--- src/hw/rtl/assert_macros.svh ---
// Assertion helpers for RTL files that check their own logic.
`ifndef ASSERT_MACROS_SVH
`define ASSERT_MACROS_SVH

// Same-cycle implication, sampled on the rising clock edge, off during reset.
`define ASSERT_IMPLIES(label, ante, cons) \
   label: assert property (@(posedge clock) disable iff (reset) (ante) |-> (cons)) \
      else $error("same-cycle check failed");

// Next-cycle implication, sampled on the rising clock edge, off during reset.
`define ASSERT_NEXT(label, ante, cons) \
   label: assert property (@(posedge clock) disable iff (reset) (ante) |=> (cons)) \
      else $error("next-cycle check failed");

`endif

--- src/hw/rtl/twm_pkg.sv ---
`timescale 1ns / 1ps
`default_nettype none

package twm_pkg;

   localparam int BYTE_W     = 8;
   localparam int CP_W       = 21;
   localparam int CNT_W      = 2;
   localparam int SUM_W      = 32;
   localparam int MILLI_W    = 11;
   localparam int WSUM_W     = 12;
   localparam int SIZE_W     = 12;
   localparam int WEIGHT_W   = 10;
   localparam int CSR_W      = 12;
   localparam int CSR_IDX_W  = 2;
   localparam int PROD_W     = SUM_W + SIZE_W;
   localparam int DIGIT_W    = 15;
   localparam int NUM_DIGITS = 3;
   localparam int DIVIDEND_W = DIGIT_W * NUM_DIGITS;
   localparam int QUOT_W     = 35;
   localparam int REM_W      = 10;
   localparam int STEP_W     = REM_W + DIGIT_W;
   localparam int RECIP_W    = 26;
   localparam int RECIP_SHIFT = STEP_W + REM_W;
   localparam int RECIP_PROD_W = STEP_W + RECIP_W;
   localparam int PX_W       = 31;

   // ceil(2^35 / 1000): exact quotient for every 25-bit step value
   localparam logic [RECIP_W-1:0] DIV_RECIP = 26'd34359739;
   localparam logic [REM_W-1:0]   DIVISOR   = 10'd1000;
   localparam logic [REM_W-1:0]   HALF_DIVISOR = 10'd500;

   localparam logic [SIZE_W-1:0]   FONT_SIZE_RESET   = 12'd16;
   localparam logic [WEIGHT_W-1:0] FONT_WEIGHT_RESET = 10'd400;
   localparam logic [WEIGHT_W-1:0] BOLD_WEIGHT       = 10'd600;

   localparam logic [MILLI_W-1:0] MONO_MILLI  = 11'd600;
   localparam logic [MILLI_W-1:0] BOLD_BONUS  = 11'd40;
   localparam logic [MILLI_W-1:0] WIDE_MILLI  = 11'd1000;
   localparam logic [MILLI_W-1:0] OTHER_MILLI = 11'd500;

   typedef enum logic [CSR_IDX_W-1:0] {
      CSR_FONT_SIZE   = 2'd0,
      CSR_FONT_WEIGHT = 2'd1,
      CSR_MONOSPACE   = 2'd2
   } csr_index_type;

   typedef struct packed {
      logic [SIZE_W-1:0]   font_size;
      logic [WEIGHT_W-1:0] font_weight;
      logic                monospace_mode;
   } cfg_type;

   // One long-division step by 1000 works on this: quotient so far,
   // running remainder and the dividend bits not yet brought down.
   typedef struct packed {
      logic [QUOT_W-1:0]     quot;
      logic [REM_W-1:0]      rem;
      logic [DIVIDEND_W-1:0] tail;
   } div_type;

   localparam logic [MILLI_W-1:0] ASCII_MILLI [128] = '{
      11'd0,   11'd0,   11'd0,   11'd0,   11'd0,   11'd0,   11'd0,   11'd0,
      11'd0,   11'd0,   11'd0,   11'd0,   11'd0,   11'd0,   11'd0,   11'd0,
      11'd0,   11'd0,   11'd0,   11'd0,   11'd0,   11'd0,   11'd0,   11'd0,
      11'd0,   11'd0,   11'd0,   11'd0,   11'd0,   11'd0,   11'd0,   11'd0,
      11'd278, 11'd278, 11'd355, 11'd556, 11'd556, 11'd889, 11'd667, 11'd191,
      11'd333, 11'd333, 11'd389, 11'd584, 11'd278, 11'd333, 11'd278, 11'd278,
      11'd556, 11'd556, 11'd556, 11'd556, 11'd556, 11'd556, 11'd556, 11'd556,
      11'd556, 11'd556, 11'd278, 11'd278, 11'd584, 11'd584, 11'd584, 11'd556,
      11'd1015, 11'd667, 11'd667, 11'd722, 11'd722, 11'd667, 11'd611, 11'd778,
      11'd722, 11'd278, 11'd500, 11'd667, 11'd556, 11'd833, 11'd722, 11'd778,
      11'd667, 11'd778, 11'd722, 11'd667, 11'd611, 11'd722, 11'd667, 11'd944,
      11'd667, 11'd667, 11'd611, 11'd278, 11'd278, 11'd278, 11'd469, 11'd556,
      11'd333, 11'd556, 11'd556, 11'd500, 11'd556, 11'd556, 11'd278, 11'd556,
      11'd556, 11'd222, 11'd222, 11'd500, 11'd222, 11'd833, 11'd556, 11'd556,
      11'd556, 11'd556, 11'd333, 11'd500, 11'd278, 11'd556, 11'd500, 11'd722,
      11'd500, 11'd500, 11'd500, 11'd334, 11'd260, 11'd334, 11'd584, 11'd0
   };

   function automatic logic is_wide(input logic [CP_W-1:0] cp);
      return (cp >= 21'h01100 && cp <= 21'h0115f) ||
             (cp >= 21'h02e80 && cp <= 21'h0a4cf) ||
             (cp >= 21'h0ac00 && cp <= 21'h0d7a3) ||
             (cp >= 21'h0f900 && cp <= 21'h0faff) ||
             (cp >= 21'h0ff00 && cp <= 21'h0ff60) ||
             (cp >= 21'h20000 && cp <= 21'h3fffd);
   endfunction

   function automatic logic [MILLI_W-1:0] cp_width(input logic [CP_W-1:0] cp,
                                                   input logic bold,
                                                   input logic mono);
      logic [MILLI_W-1:0] bonus;
      logic [MILLI_W-1:0] w;
      bonus = bold ? BOLD_BONUS : '0;
      priority if (mono) begin
         w = MONO_MILLI;
      end else if (cp < 21'd128) begin
         w = ASCII_MILLI[cp[6:0]];
         if (w != '0) begin
            w = w + bonus;
         end
      end else if (is_wide(cp)) begin
         w = WIDE_MILLI;
      end else begin
         w = OTHER_MILLI + bonus;
      end
      return w;
   endfunction

endpackage

`default_nettype wire

--- src/hw/rtl/twm_acc.sv ---
`timescale 1ns / 1ps
`default_nettype none

module twm_acc (
   input  wire logic                         clock,
   input  wire logic                         reset,
   input  wire twm_pkg::cfg_type             cfg,
   input  wire logic                         req_valid,
   input  wire logic [twm_pkg::BYTE_W-1:0]   req_text_byte,
   output logic                              req_stall,
   output logic                              tok_valid,
   output logic [twm_pkg::SUM_W-1:0]         tok_sum,
   input  wire logic                         tok_stall
);

   logic                          in_vld_ff, in_vld_in;
   logic [twm_pkg::BYTE_W-1:0]    byte_ff, byte_in;
   logic [twm_pkg::CNT_W-1:0]     pend_cnt_ff, pend_cnt_in;
   logic [twm_pkg::CP_W-1:0]      pend_cp_ff, pend_cp_in;
   logic [twm_pkg::SUM_W-1:0]     sum_ff, sum_in;
   logic                          tok_vld_ff, tok_vld_in;
   logic [twm_pkg::SUM_W-1:0]     tok_sum_ff, tok_sum_in;

   logic                          has_pend, take_cont, is_term;
   logic                          lead2, lead3, lead4;
   logic [twm_pkg::CP_W-1:0]      ext_cp, cp_a;
   logic [twm_pkg::CNT_W-1:0]     cnt_dec;
   logic                          count_a, count_b, bold;
   logic [twm_pkg::MILLI_W-1:0]   w_a, w_b;
   logic [twm_pkg::WSUM_W-1:0]    wsum;
   logic [twm_pkg::SUM_W:0]       add;
   logic [twm_pkg::SUM_W-1:0]     sum_sat;
   logic                          tok_adv, fire, in_take;

   always_comb begin
      has_pend  = pend_cnt_ff != '0;
      take_cont = has_pend && (byte_ff[7:6] == 2'b10);
      is_term   = !take_cont && (byte_ff == '0);
      lead2     = byte_ff[7:5] == 3'b110;
      lead3     = byte_ff[7:4] == 4'b1110;
      lead4     = byte_ff[7:3] == 5'b11110;
      ext_cp    = {pend_cp_ff[twm_pkg::CP_W-7:0], byte_ff[5:0]};
      cnt_dec   = pend_cnt_ff - 2'd1;
      // a short sequence counts its partial code point before the new byte
      cp_a      = take_cont ? ext_cp : pend_cp_ff;
      count_a   = take_cont ? (cnt_dec == '0) : has_pend;
      count_b   = !take_cont && (byte_ff != '0) && !lead2 && !lead3 && !lead4;
      bold      = cfg.font_weight >= twm_pkg::BOLD_WEIGHT;
      w_a       = twm_pkg::cp_width(cp_a, bold, cfg.monospace_mode);
      w_b       = twm_pkg::cp_width({13'd0, byte_ff}, bold, cfg.monospace_mode);
      wsum      = (count_a ? {1'b0, w_a} : '0) + (count_b ? {1'b0, w_b} : '0);
      add       = {1'b0, sum_ff} + {21'd0, wsum};
      sum_sat   = add[twm_pkg::SUM_W] ? '1 : add[twm_pkg::SUM_W-1:0];

      tok_adv   = !tok_vld_ff || !tok_stall;
      fire      = in_vld_ff && (!is_term || tok_adv);
      req_stall = in_vld_ff && !fire;
      in_take   = req_valid && !req_stall;

      pend_cnt_in = pend_cnt_ff;
      pend_cp_in  = pend_cp_ff;
      sum_in      = sum_ff;
      if (fire) begin
         priority if (take_cont) begin
            pend_cnt_in = cnt_dec;
            pend_cp_in  = (cnt_dec == '0) ? '0 : ext_cp;
            sum_in      = sum_sat;
         end else if (is_term) begin
            pend_cnt_in = '0;
            pend_cp_in  = '0;
            sum_in      = '0;
         end else begin
            sum_in = sum_sat;
            priority if (lead2) begin
               pend_cnt_in = 2'd1;
               pend_cp_in  = {16'd0, byte_ff[4:0]};
            end else if (lead3) begin
               pend_cnt_in = 2'd2;
               pend_cp_in  = {17'd0, byte_ff[3:0]};
            end else if (lead4) begin
               pend_cnt_in = 2'd3;
               pend_cp_in  = {18'd0, byte_ff[2:0]};
            end else begin
               pend_cnt_in = '0;
               pend_cp_in  = '0;
            end
         end
      end

      tok_vld_in = (fire && is_term) ? 1'b1 : (tok_adv ? 1'b0 : tok_vld_ff);
      tok_sum_in = (fire && is_term) ? sum_sat : tok_sum_ff;
      in_vld_in  = in_take ? 1'b1 : (fire ? 1'b0 : in_vld_ff);
      byte_in    = in_take ? req_text_byte : byte_ff;
   end

   always_ff @(posedge clock) begin
      if (reset) begin
         in_vld_ff   <= 1'b0;
         tok_vld_ff  <= 1'b0;
         pend_cnt_ff <= '0;
         pend_cp_ff  <= '0;
         sum_ff      <= '0;
      end else begin
         in_vld_ff   <= in_vld_in;
         tok_vld_ff  <= tok_vld_in;
         pend_cnt_ff <= pend_cnt_in;
         pend_cp_ff  <= pend_cp_in;
         sum_ff      <= sum_in;
      end
   end

   always_ff @(posedge clock) begin
      byte_ff    <= byte_in;
      tok_sum_ff <= tok_sum_in;
   end

   assign tok_valid = tok_vld_ff;
   assign tok_sum   = tok_sum_ff;

endmodule

`default_nettype wire

--- src/hw/rtl/twm_div_step.sv ---
`timescale 1ns / 1ps
`default_nettype none

module twm_div_step (
   input  wire logic              clock,
   input  wire logic              reset,
   input  wire logic              in_valid,
   input  wire twm_pkg::div_type  in_data,
   output logic                   in_stall,
   output logic                   out_valid,
   output twm_pkg::div_type       out_data,
   input  wire logic              out_stall
);

   logic                                 vld_ff, vld_in;
   twm_pkg::div_type                     data_ff, data_in, step;
   logic [twm_pkg::STEP_W-1:0]           v;
   logic [twm_pkg::RECIP_PROD_W-1:0]     prod;
   logic [twm_pkg::DIGIT_W-1:0]          q;
   logic [twm_pkg::STEP_W-1:0]           r;
   logic                                 adv;

   always_comb begin
      // bring down the next digit: remainder * 2^15 + digit
      v    = {in_data.rem, in_data.tail[twm_pkg::DIVIDEND_W-1 -: twm_pkg::DIGIT_W]};
      prod = twm_pkg::RECIP_PROD_W'(v) * twm_pkg::RECIP_PROD_W'(twm_pkg::DIV_RECIP);
      q    = prod[twm_pkg::RECIP_SHIFT +: twm_pkg::DIGIT_W];
      r    = v - twm_pkg::STEP_W'(q) * twm_pkg::STEP_W'(twm_pkg::DIVISOR);
      step.quot = {in_data.quot[twm_pkg::QUOT_W-twm_pkg::DIGIT_W-1:0], q};
      step.rem  = r[twm_pkg::REM_W-1:0];
      step.tail = in_data.tail << twm_pkg::DIGIT_W;

      adv      = !vld_ff || !out_stall;
      in_stall = !adv;
      vld_in   = adv ? in_valid : vld_ff;
      data_in  = (adv && in_valid) ? step : data_ff;
   end

   always_ff @(posedge clock) begin
      if (reset) begin
         vld_ff <= 1'b0;
      end else begin
         vld_ff <= vld_in;
      end
   end

   always_ff @(posedge clock) begin
      data_ff <= data_in;
   end

   assign out_valid = vld_ff;
   assign out_data  = data_ff;

endmodule

`default_nettype wire

--- src/hw/rtl/utf8_text_width_meter.sv ---
// Throughput: one text byte per cycle from a single decode/accumulate stage, unless a
// terminator waits behind a full token slot. A terminator's width reaches rsp_ through
// the input register, accumulate, 32x12 multiply, three divide-by-1000 digit stages and
// output register. Non-terminator bytes give no result; stalls back up stage by stage.
// Reset is synchronous: it clears decode state, the sum and all valid flags, and
// sets font_size 16, font_weight 400, monospace_mode 0.
`timescale 1ns / 1ps
`default_nettype none
`include "assert_macros.svh"

module utf8_text_width_meter (
   input  wire logic                           clock,
   input  wire logic                           reset,
   input  wire logic                           req_valid,
   output logic                                req_stall,
   input  wire logic [twm_pkg::BYTE_W-1:0]     req_text_byte,
   output logic                                rsp_valid,
   input  wire logic                           rsp_stall,
   output logic [twm_pkg::PX_W-1:0]            rsp_width_px,
   input  wire logic                           csr_we,
   input  wire logic [twm_pkg::CSR_IDX_W-1:0]  csr_index,
   input  wire logic [twm_pkg::CSR_W-1:0]      csr_wdata
);

   localparam int NUM_STAGES = twm_pkg::NUM_DIGITS;

   logic [twm_pkg::SIZE_W-1:0]    font_size_ff, font_size_in;
   logic [twm_pkg::WEIGHT_W-1:0]  font_weight_ff, font_weight_in;
   logic                          mono_ff, mono_in;
   twm_pkg::cfg_type              cfg;

   logic                          tok_valid, tok_stall;
   logic [twm_pkg::SUM_W-1:0]     tok_sum;

   logic                          mul_vld_ff, mul_vld_in, mul_adv;
   logic [twm_pkg::PROD_W-1:0]    prod_ff, prod_in;

   logic                          d_vld   [NUM_STAGES+1];
   logic                          d_stall [NUM_STAGES+1];
   twm_pkg::div_type              d_data  [NUM_STAGES+1];

   logic                          rsp_vld_ff, rsp_vld_in, out_adv;
   logic [twm_pkg::PX_W-1:0]      px_ff, px_in;
   logic [twm_pkg::QUOT_W:0]      rounded;

   always_comb begin
      font_size_in   = font_size_ff;
      font_weight_in = font_weight_ff;
      mono_in        = mono_ff;
      if (csr_we) begin
         unique case (csr_index)
            twm_pkg::CSR_FONT_SIZE:   font_size_in   = csr_wdata;
            twm_pkg::CSR_FONT_WEIGHT: font_weight_in = csr_wdata[twm_pkg::WEIGHT_W-1:0];
            twm_pkg::CSR_MONOSPACE:   mono_in        = csr_wdata[0];
            default: begin
               // drop writes to unmapped indexes
            end
         endcase
      end
      cfg.font_size      = font_size_ff;
      cfg.font_weight    = font_weight_ff;
      cfg.monospace_mode = mono_ff;
   end

   twm_acc u_acc (
      .clock         (clock),
      .reset         (reset),
      .cfg           (cfg),
      .req_valid     (req_valid),
      .req_text_byte (req_text_byte),
      .req_stall     (req_stall),
      .tok_valid     (tok_valid),
      .tok_sum       (tok_sum),
      .tok_stall     (tok_stall)
   );

   // scale the em sum by the font size
   always_comb begin
      mul_adv    = !mul_vld_ff || !d_stall[0];
      tok_stall  = !mul_adv;
      mul_vld_in = mul_adv ? tok_valid : mul_vld_ff;
      prod_in    = (mul_adv && tok_valid)
                   ? twm_pkg::PROD_W'(tok_sum) * twm_pkg::PROD_W'(font_size_ff)
                   : prod_ff;
      d_vld[0]       = mul_vld_ff;
      d_data[0].quot = '0;
      d_data[0].rem  = '0;
      d_data[0].tail = {1'b0, prod_ff};
   end

   for (genvar k = 0; k < NUM_STAGES; k++) begin : g_div
      twm_div_step u_step (
         .clock     (clock),
         .reset     (reset),
         .in_valid  (d_vld[k]),
         .in_data   (d_data[k]),
         .in_stall  (d_stall[k]),
         .out_valid (d_vld[k+1]),
         .out_data  (d_data[k+1]),
         .out_stall (d_stall[k+1])
      );
   end

   // round half up on the remainder, then clamp to the output range
   always_comb begin
      out_adv  = !rsp_vld_ff || !rsp_stall;
      d_stall[NUM_STAGES] = !out_adv;
      rounded  = {1'b0, d_data[NUM_STAGES].quot}
                 + (twm_pkg::QUOT_W+1)'(d_data[NUM_STAGES].rem >= twm_pkg::HALF_DIVISOR);
      rsp_vld_in = out_adv ? d_vld[NUM_STAGES] : rsp_vld_ff;
      if (out_adv && d_vld[NUM_STAGES]) begin
         px_in = (rounded[twm_pkg::QUOT_W:twm_pkg::PX_W] != '0)
                 ? '1 : rounded[twm_pkg::PX_W-1:0];
      end else begin
         px_in = px_ff;
      end
   end

   always_ff @(posedge clock) begin
      if (reset) begin
         font_size_ff   <= twm_pkg::FONT_SIZE_RESET;
         font_weight_ff <= twm_pkg::FONT_WEIGHT_RESET;
         mono_ff        <= 1'b0;
         mul_vld_ff     <= 1'b0;
         rsp_vld_ff     <= 1'b0;
      end else begin
         font_size_ff   <= font_size_in;
         font_weight_ff <= font_weight_in;
         mono_ff        <= mono_in;
         mul_vld_ff     <= mul_vld_in;
         rsp_vld_ff     <= rsp_vld_in;
      end
   end

   always_ff @(posedge clock) begin
      prod_ff <= prod_in;
      px_ff   <= px_in;
   end

   assign rsp_valid    = rsp_vld_ff;
   assign rsp_width_px = px_ff;

   // only a terminator blocked behind a full token slot holds off the input
   `ASSERT_IMPLIES(a_stall_cause, req_stall, tok_valid && tok_stall)
   `ASSERT_IMPLIES(a_rem_range, d_vld[NUM_STAGES],
                   d_data[NUM_STAGES].rem < twm_pkg::DIVISOR)
   `ASSERT_NEXT(a_out_load, d_vld[NUM_STAGES] && !d_stall[NUM_STAGES], rsp_valid)

endmodule

`default_nettype wire
--- config.mk ---
export PLATFORM = sky130hd
export DESIGN_NAME = utf8_text_width_meter
export DESIGN_NICKNAME = d
export VERILOG_FILES = /design/src/hw/rtl/twm_pkg.sv /design/src/hw/rtl/twm_acc.sv /design/src/hw/rtl/twm_div_step.sv /design/src/hw/rtl/utf8_text_width_meter.sv
export VERILOG_INCLUDE_DIRS = /design/src /design/src/hw/rtl
export SDC_FILE = /design/constraint.sdc
export NUM_CORES = 2
export LEC_CHECK = 0
export BUFFER_PORTS_ARGS = -buffer_cell sky130_fd_sc_hd__clkbuf_2
export CORE_MARGIN = 3
export CORE_UTILIZATION = 35
export CTS_CLUSTER_DIAMETER = 40
export DETAILED_ROUTE_END_ITERATION = 6
export HOLD_SLACK_MARGIN = 0.05
export MAX_ROUTING_LAYER = met4
export SLEW_MARGIN = 10
export SYNTH_ARGS = -nofsm -noshare
export SYNTH_HDL_FRONTEND = slang
export SYNTH_SLANG_ARGS = --single-unit
--- constraint.sdc ---
create_clock -name clock -period 10 [get_ports clock]
set_input_delay 0.5 -clock clock [delete_from_list [all_inputs] [get_ports clock]]
set_output_delay 0.5 -clock clock [all_outputs]
set_load 0.02 [all_outputs]
* Yosys cells after proc, flatten, opt, wreduce, memory -nomap -nowiden
Memories as Yosys holds them, arrays and structs flattened. Cells that the tools add are included.
Storage, ports and cells: memories 2, output and inout port bits 33, word-level logic and storage cells 164, bits of input ports 27, register bits 335, ROM bits 2816
Memory list:
- (no name shown) | words 128, width 11, read ports 1, clocked after memory_dff 0, wr ports 0, line twm_pkg.sv:99 | w = ASCII_MILLI[cp[6:0]];
- (no name shown) | words 128, width 11, read ports 1, clocked after memory_dff 0, wr ports 0, line twm_pkg.sv:99
Cells by class: add/subtract/negate cells 10, equality and inequality tests 6, bitwise gates (word level) 2, reduce and logical (&&, ||, !) cells 60, multiplexer cells 34, $lt $le $gt $ge 18, multiply operators 7
Operators with widths (number):
- $mux W11 | 13
- $mux W21 | 6
- $mul A25 B26 Y50 const B | 2
- $mux W32 | 3
- $le A21 B16 Y1 const B | 4
- $ge A21 B16 Y1 const B | 3
- $mul A32 B12 Y44 | 1
- $mul A14 B26 Y40 const B | 1
- $add A35 B1 Y36 | 1
- $add A32 B12 Y33 | 1
- $mul A15 B7 Y7 const B | 2
- $sub A10 B10 Y10 | 3
- $add A11 B11 Y11 | 2
- $reduce_bool A11 Y1 | 2
- $ge A21 B13 Y1 const B | 1
- $ge A21 B14 Y1 const B | 1
- $ge A21 B18 Y1 const B | 1
- $le A21 B13 Y1 const B | 1
- $le A21 B18 Y1 const B | 1
- $logic_and A1 B1 Y1 | 21
- $lt A21 B8 Y1 const B | 1
- $ge A8 B8 Y1 const B | 2
- $not A7 Y8 | 2
- $logic_not A1 Y1 | 14
- 23 further kinds | 48

* Depth between registers and ports, before layout
depth after elaboration 19, mapped depth 37, depth with buffers taken out 37

* Hierarchy
From an unflattened synthesis, not the netlist that was laid out.
Unflattened totals: cell total of the unflattened synthesis 6509, area, all modules 64071.4 µm²
By module, submodules not included:
- twm_div_step (g_div[0].u_step ...) | times used 2, sequential area each 2272.2 µm², cells an instance 1154, area an instance 12751.0 µm²
- utf8_text_width_meter | times used 1, sequential area each 2752.6 µm², cells an instance 1743, area an instance 15793.9 µm²
- twm_div_step (g_div[2].u_step) | times used 1, sequential area each 2272.2 µm², cells an instance 1138, area an instance 12655.9 µm²
- twm_acc | times used 1, sequential area each 2342.2 µm², cells an instance 1320, area an instance 10119.7 µm²

* Worst setup path after synthesis
Ideal clock, no wire load.
path kind flip-flop to flip-flop, start point reg g_div[0].u_step.data_ff, in the netlist g_div[0].u_step.out_data[42], end point reg g_div[1].u_step.data_ff, in the netlist g_div[1].u_step.out_data[54], data pin, arrival 9.606 ns, library setup time 0.269 ns, cell stages (with the launch flop) 38, buffers on the path 0, path slack 0.124 ns, data required time 9.731 ns, period minus slack after synthesis 9.876 ns, cell sequence edfxtp_1 -> ha_1 -> fa_1 -> inv_1 -> fa_1 -> inv_1 -> fa_1 -> inv_1 -> fa_1 -> inv_1 -> fa_1 -> inv_1 -> fa_1 -> inv_1 -> ha_1 -> and4_1 -> nor2b_1 -> o21a_1 -> [... 2 more ...] -> a21o_1 -> a2111oi_0 -> o211ai_1 -> xor2_1 -> ha_1 -> ha_1 -> inv_1 -> fa_1 -> inv_1 -> fa_1 -> ha_1 -> xnor2_1 -> ha_1 -> a21oi_1 -> xnor2_1 -> xnor2_1 -> xnor2_1 -> xor3_1
Between the ends: cells in the longest elaborated chain, start to end 3
Ends and longest elaborated chain:
- start, declared | line twm_div_step.sv:16 | twm_pkg::div_type data_ff, data_in, step;
- start signal, assigned | line twm_div_step.sv:48 | data_ff <= data_in;
- $mul A25 B26 Y50 | line twm_div_step.sv:26 | prod = twm_pkg::RECIP_PROD_W'(v) * twm_pkg::RECIP_PROD_W'(twm_pkg::DIV_RECIP);
- net g_div[1].u_step.prod (one bit) | line twm_div_step.sv:18 | logic [twm_pkg::RECIP_PROD_W-1:0] prod;
- $mul A15 B7 Y7 | line twm_div_step.sv:28 | r = v - twm_pkg::STEP_W'(q) * twm_pkg::STEP_W'(twm_pkg::DIVISOR);
- $sub A10 B10 Y10 | line twm_div_step.sv:28
- net g_div[1].u_step.r (one bit) | line twm_div_step.sv:20 | logic [twm_pkg::STEP_W-1:0] r;
- end signal, assigned | line twm_div_step.sv:48
- end, declared | line twm_div_step.sv:16
The timed path passes the listed nets, and every way through them passes these cells. A chain may end at the register's enable or synchronous reset.

* Worst setup path in the final report
start point reg g_div[0].u_step.data_ff, in the netlist g_div[0].u_step.out_data[47], end point reg g_div[1].u_step.data_ff, in the netlist g_div[1].u_step.out_data[54], data pin
Same word-level chain as after synthesis.

==> impl_results.html <==
<table>
<tr><th>Metric</th><th>Value</th></tr>
<tr><th colspan="2">Cells and area</th></tr>
<tr><td>Signed area change from the synthesized netlist to the final layout</td><td>10.3%</td></tr>
<tr><td>Design area</td><td>59500 um^2</td></tr>
<tr><td>Most used cells in the layout excluding fill and tap cells</td><td>1253 x sky130_fd_sc_hd__inv_1, 811 x sky130_fd_sc_hd__fa_1, 811 x sky130_fd_sc_hd__ha_1, 526 x sky130_fd_sc_hd__nand2_1, 248 x sky130_fd_sc_hd__edfxtp_1</td></tr>
<tr><td>Area of the multi-input gates</td><td>just under 40000 um^2</td></tr>
<tr><td>Most common cell after layout, fill and taps aside</td><td>sky130_fd_sc_hd__inv_1</td></tr>
<tr><td>FF/Latch Area</td><td>just over 9000 um^2</td></tr>
<tr><td>Post-layout nets</td><td>~7400</td></tr>
<tr><td>Share of cells above drive strength 1</td><td>0.0769</td></tr>
<tr><td>Number of non-filler instances in the completed layout</td><td>around 7800</td></tr>
<tr><td>Filler Cell Count</td><td>between 15000 and 20000</td></tr>
<tr><th colspan="2">Die</th></tr>
<tr><td>Width of the die</td><td>399 um</td></tr>
<tr><td>Initial standard-cell utilization of the core</td><td>0.354</td></tr>
<tr><td>Height of the chip</td><td>approximately 400 um</td></tr>
<tr><td>Standard cell core area</td><td>153000 um^2</td></tr>
<tr><td>Die Area</td><td>159000 um^2</td></tr>
<tr><td>Placement Rows</td><td>143</td></tr>
<tr><td>Boundary Pins</td><td>60</td></tr>
<tr><th colspan="2">Place</th></tr>
<tr><td>Port Buf Inserts</td><td>59</td></tr>
<tr><td>Area after DPL</td><td>57200 um^2</td></tr>
<tr><td>Routability-driven placement congestion ratio</td><td>0.936</td></tr>
<tr><td>Placed insts</td><td>7625</td></tr>
<tr><td>Detail Placement HPWL</td><td>107000 um</td></tr>
<tr><th colspan="2">Global route</th></tr>
<tr><td>Residual overflow from global routing</td><td>0</td></tr>
<tr><td>First-pass GRT wire length</td><td>215000 um</td></tr>
<tr><td>Via count of the first global-routing pass</td><td>around 40000</td></tr>
<tr><td>All-layer global routing usage</td><td>0.172</td></tr>
<tr><td>Largest net degree at the start of global routing</td><td>69</td></tr>
<tr><td>Number of antenna violations at the first check in global routing</td><td>2</td></tr>
<tr><th colspan="2">Synthesis</th></tr>
<tr><td>Library cell with the largest summed area after synthesis</td><td>sky130_fd_sc_hd__fa_1</td></tr>
<tr><td>Gate count after technology mapping</td><td>5567</td></tr>
<tr><td>Number of register bits inferred by synthesis</td><td>330</td></tr>
<tr><td>Average footprint of a synthesized cell</td><td>9.69 um^2</td></tr>
<tr><td>Number of warnings reported in the yosys synthesis log</td><td>0</td></tr>
<tr><td>Commonest register cell after synthesis</td><td>sky130_fd_sc_hd__edfxtp_1</td></tr>
<tr><td>Sequential fraction of the synthesis area</td><td>0.168</td></tr>
<tr><td>Async SR Flop Fraction</td><td>0</td></tr>
<tr><td>Total nets after synthesis</td><td>between 7000 and 8000</td></tr>
<tr><td>Unique cell type count in the Yosys netlist</td><td>107</td></tr>
<tr><td>Largest cells by area after synthesis</td><td>sky130_fd_sc_hd__fa_1 30%, sky130_fd_sc_hd__ha_1 19%, sky130_fd_sc_hd__edfxtp_1 14%</td></tr>
<tr><td>Post-synthesis instance area</td><td>54000 um^2</td></tr>
<tr><td>EDFF count, synth</td><td>around 250</td></tr>
<tr><td>Portion of synthesized cell area occupied by the leading cell type</td><td>0.302</td></tr>
<tr><th colspan="2">Routing</th></tr>
<tr><td>Via count</td><td>around 38000</td></tr>
<tr><td>Average wire per standard cell</td><td>16.7 um</td></tr>
<tr><td>Number of iterations in the first detailed-routing pass</td><td>5</td></tr>
<tr><td>DRC Markers</td><td>0</td></tr>
<tr><td>Routed Wire Length</td><td>130000 um</td></tr>
<tr><td>Via-per-instance ratio</td><td>4.92</td></tr>
<tr><td>Number of nets with antenna violations after routing</td><td>0</td></tr>
<tr><td>Number of design-rule violations left by the first detailed-router iteration</td><td>2272</td></tr>
<tr><th colspan="2">Clock network</th></tr>
<tr><td>Clock transition time at the flip-flop clock pins of the worst setup and hold paths</td><td>0.06 ns</td></tr>
<tr><td>TritonCTS clock tree</td><td>built</td></tr>
<tr><td>Skew-Pair Late Insertion Delay</td><td>around 0.62 ns</td></tr>
<tr><td>Clock Tree Root</td><td>sky130_fd_sc_hd__clkbuf_16</td></tr>
<tr><td>Sink count of the clock tree</td><td>330</td></tr>
<tr><td>Maximum buffer depth of the clock tree</td><td>3</td></tr>
<tr><td>Number of buffers inserted during clock tree synthesis</td><td>51</td></tr>
<tr><td>H-Tree Level Count</td><td>2</td></tr>
<tr><th colspan="2">Setup path</th></tr>
<tr><td>Largest stage delay on the critical path</td><td>about 0.55 ns</td></tr>
<tr><td>Largest fanout of any net on the critical path</td><td>7</td></tr>
<tr><td>Minimum setup slack among reg-to-reg paths</td><td>0.40 ns</td></tr>
<tr><td>Launch instance of the worst register-to-register path</td><td>g_div[0].u_step.out_data[47]</td></tr>
<tr><td>Path type of the worst setup path</td><td>flop to flop</td></tr>
<tr><td>Arrival time reported for the critical path endpoint</td><td>9.96 ns</td></tr>
<tr><td>Critical Path Source Type</td><td>flop</td></tr>
<tr><td>Type of element capturing the critical path</td><td>flop</td></tr>
<tr><td>Crit-path slowest cell</td><td>sky130_fd_sc_hd__fa_1</td></tr>
<tr><td>Reg-to-reg critical path endpoint</td><td>g_div[1].u_step.out_data[54]</td></tr>
<tr><td>Cell mode on critical path</td><td>sky130_fd_sc_hd__fa_1</td></tr>
<tr><td>Worst Path Required</td><td>between 10 and 15 ns</td></tr>
<tr><td>Worst R2R Path Depth</td><td>35</td></tr>
<tr><th colspan="2">Timing</th></tr>
<tr><td>Sum of negative setup slack</td><td>0 ns</td></tr>
<tr><td>Final setup skew</td><td>0.0381 ns</td></tr>
<tr><td>Worst slew margin relative to its limit</td><td>0.204</td></tr>
<tr><td>Hold violation total from the final report</td><td>0</td></tr>
<tr><td>Measured slew at the worst slew-check pin</td><td>between 1 and 1.5 ns</td></tr>
<tr><td>Min Clock Period, post-route</td><td>9.60 ns</td></tr>
<tr><td>Number of max-slew violations in the final report</td><td>0</td></tr>
<tr><td>Final cycle utilization of the critical path</td><td>0.960</td></tr>
<tr><td>Fmax achieved</td><td>104 MHz</td></tr>
<tr><td>Count of final setup violators</td><td>0</td></tr>
<tr><th colspan="2">Hold path</th></tr>
<tr><td>Cell depth of the worst hold path</td><td>3</td></tr>
<tr><td>Hold path start</td><td>csr_wdata[1]</td></tr>
<tr><td>Path type of the worst min-delay path</td><td>input port to flop</td></tr>
<tr><td>End of the worst hold path</td><td>font_size_ff[1]</td></tr>
<tr><th colspan="2">Pwr</th></tr>
<tr><td>Leakage power of the design</td><td>29.2 nW</td></tr>
<tr><td>Pwr dens</td><td>66.9 nW/um^2</td></tr>
<tr><td>VDD IR-drop max</td><td>between 0.0001 and 0.00015 V</td></tr>
<tr><th colspan="2">Flow run</th></tr>
<tr><td>Number of maximum-capacitance violations</td><td>0</td></tr>
<tr><th colspan="2">Run status</th></tr>
<tr><td>Result of the run</td><td>finished clean</td></tr>
</table>
-- metal layers --
layer / share of wire / vias up / GRT usage
met1: 0.45 / 19006 / 0.227
met5: 0 / - / -
met4: 0.020 / 0 / 0.0336
met3: 0.047 / 164 / 0.0217
met2: 0.48 / 809 / 0.284
li1: - / 18255 / -
-- logic make-up (layout without fill, tap and decap cells) --
kind of cell | count (synthesis) | count (layout) | share of synthesized area
adders and majority gates | 1640 | 1640 | 0.494
buffers and inverters | 1430 | 1609 | 0.101
and+or+nand+nor | 1190 | 1190 | 0.106
AOI/OAI and AO/OA | 760 | 760 | 0.0927
DFF | 330 | 330 | 0.168
xor gates and xnor gates | 176 | 176 | 0.0294
muxes | 41 | 41 | 0.00916
other | 0 | 3 | 0
-- power breakdown --
group / internal [mW] / switching (mW)
clock network: 1.03 / 0.700
logic: 0.305 / 0.437
registers: 1.49 / 0.0184
total: 2.83 / 1.16
-- cells in the mapped netlist (19+ instances only) --
library cell and number:
sky130_fd_sc_hd__nand2b_1 32, sky130_fd_sc_hd__o21bai_1 19, sky130_fd_sc_hd__mux2i_1 25, sky130_fd_sc_hd__a21o_1 82, sky130_fd_sc_hd__dfxtp_1 82, sky130_fd_sc_hd__o211ai_1 39, sky130_fd_sc_hd__nor3_1 52, sky130_fd_sc_hd__ha_1 826
sky130_fd_sc_hd__xor2_1 62, sky130_fd_sc_hd__o21ai_0 128, sky130_fd_sc_hd__inv_1 1260, sky130_fd_sc_hd__a21oi_1 231, sky130_fd_sc_hd__xnor2_1 111, sky130_fd_sc_hd__o21a_1 28, sky130_fd_sc_hd__nor2_1 165, sky130_fd_sc_hd__nand4_1 38
sky130_fd_sc_hd__nand2_1 527, sky130_fd_sc_hd__a211oi_1 23, sky130_fd_sc_hd__and3_1 20, sky130_fd_sc_hd__nand3_1 86, sky130_fd_sc_hd__edfxtp_1 248, sky130_fd_sc_hd__and2_1 131, sky130_fd_sc_hd__a31oi_1 28, sky130_fd_sc_hd__nor2b_1 38
sky130_fd_sc_hd__fa_1 814, sky130_fd_sc_hd__clkbuf_1 127
-- worst max-delay path by stage --
stage	startpoint	to	slack, ns
after global placement	g_div[0].u_step.out_data[41]	g_div[1].u_step.out_data[54]	0.03
final	g_div[0].u_step.out_data[47]	g_div[1].u_step.out_data[54]	0.40
after global routing	g_div[0].u_step.out_data[35]	g_div[1].u_step.out_data[54]	-0.02
after CTS	g_div[0].u_step.out_data[38]	g_div[1].u_step.out_data[54]	0.003
after floorplan	g_div[0].u_step.out_data[42]	g_div[1].u_step.out_data[54]	0.12
after detailed placement	g_div[0].u_step.out_data[38]	g_div[1].u_step.out_data[54]	0.01
-- cell type report --
class | count | area share
timing repair buffer | 250 | 0.0300
tap | 2030 | 0.0427
multi-input combinational | 3807 | 0.667
clock buffer | 59 | 0.0226
inverter | 1263 | 0.0796
clock inverter | 37 | 0.00549
sequential | 330 | 0.153
antenna | 3 | 0.000126
-- flip-flops by register name, summed over array words and instances, names as in the netlist --
register                flops
rsp_width_px               31
u_acc.tok_sum              32
rsp_valid                   1
u_acc.pend_cnt_ff           2
prod_ff                    44
g_div.u_step.out_valid      3
u_acc.tok_valid             1
font_size_ff               12
mul_vld_ff                  1
u_acc.pend_cp_ff           21
g_div.u_step.out_data     133
font_weight_ff              7
u_acc.sum_ff               32
mono_ff                     1
u_acc.byte_ff               8
u_acc.in_vld_ff             1
-- worst max-delay path, delay by kind of cell (launching register included) --
kind | cells | cell delay [ns]
adder cells (fa/ha/maj) | 14 | 5.82
XOR/XNOR | 6 | 1.17
AO/OA/AOI/OAI | 5 | 0.85
buffers and inverters | 7 | 0.54
flip-flops | 1 | 0.52
AND/OR/NAND/NOR | 3 | 0.41
-- repair_timing --
| action | 4_1_cts | 5_1_grt |
|---|---|---|
| resized for setup | 1 | 46 |
| hold buffers | 8 | 0 |
| pin swaps | 0 | 46 |
| buffers inserted | 0 | 47 |
| setup endpoints to repair | 1 | 4 |
| hold endpoints to repair | 8 | 0 |
-- per-stage QoR --
step | hold WS, ns | setup slack [ns] | total power, mW | util
2_1_floorplan | 0.400 | 0.124 | 2.08 | -
5_1_grt | 0.0926 | -0.0187 | 4.18 | 0.390
4_1_cts | 0.0826 | 0.00309 | 4.02 | 0.386
6_report | 0.112 | 0.401 | 3.98 | 0.390
3_3_place_gp | 0.401 | 0.0331 | 2.25 | 0.375
3_5_place_dp | 0.405 | 0.00988 | 2.26 | 0.375
Note: power is estimated with default switching activity, not from simulation.
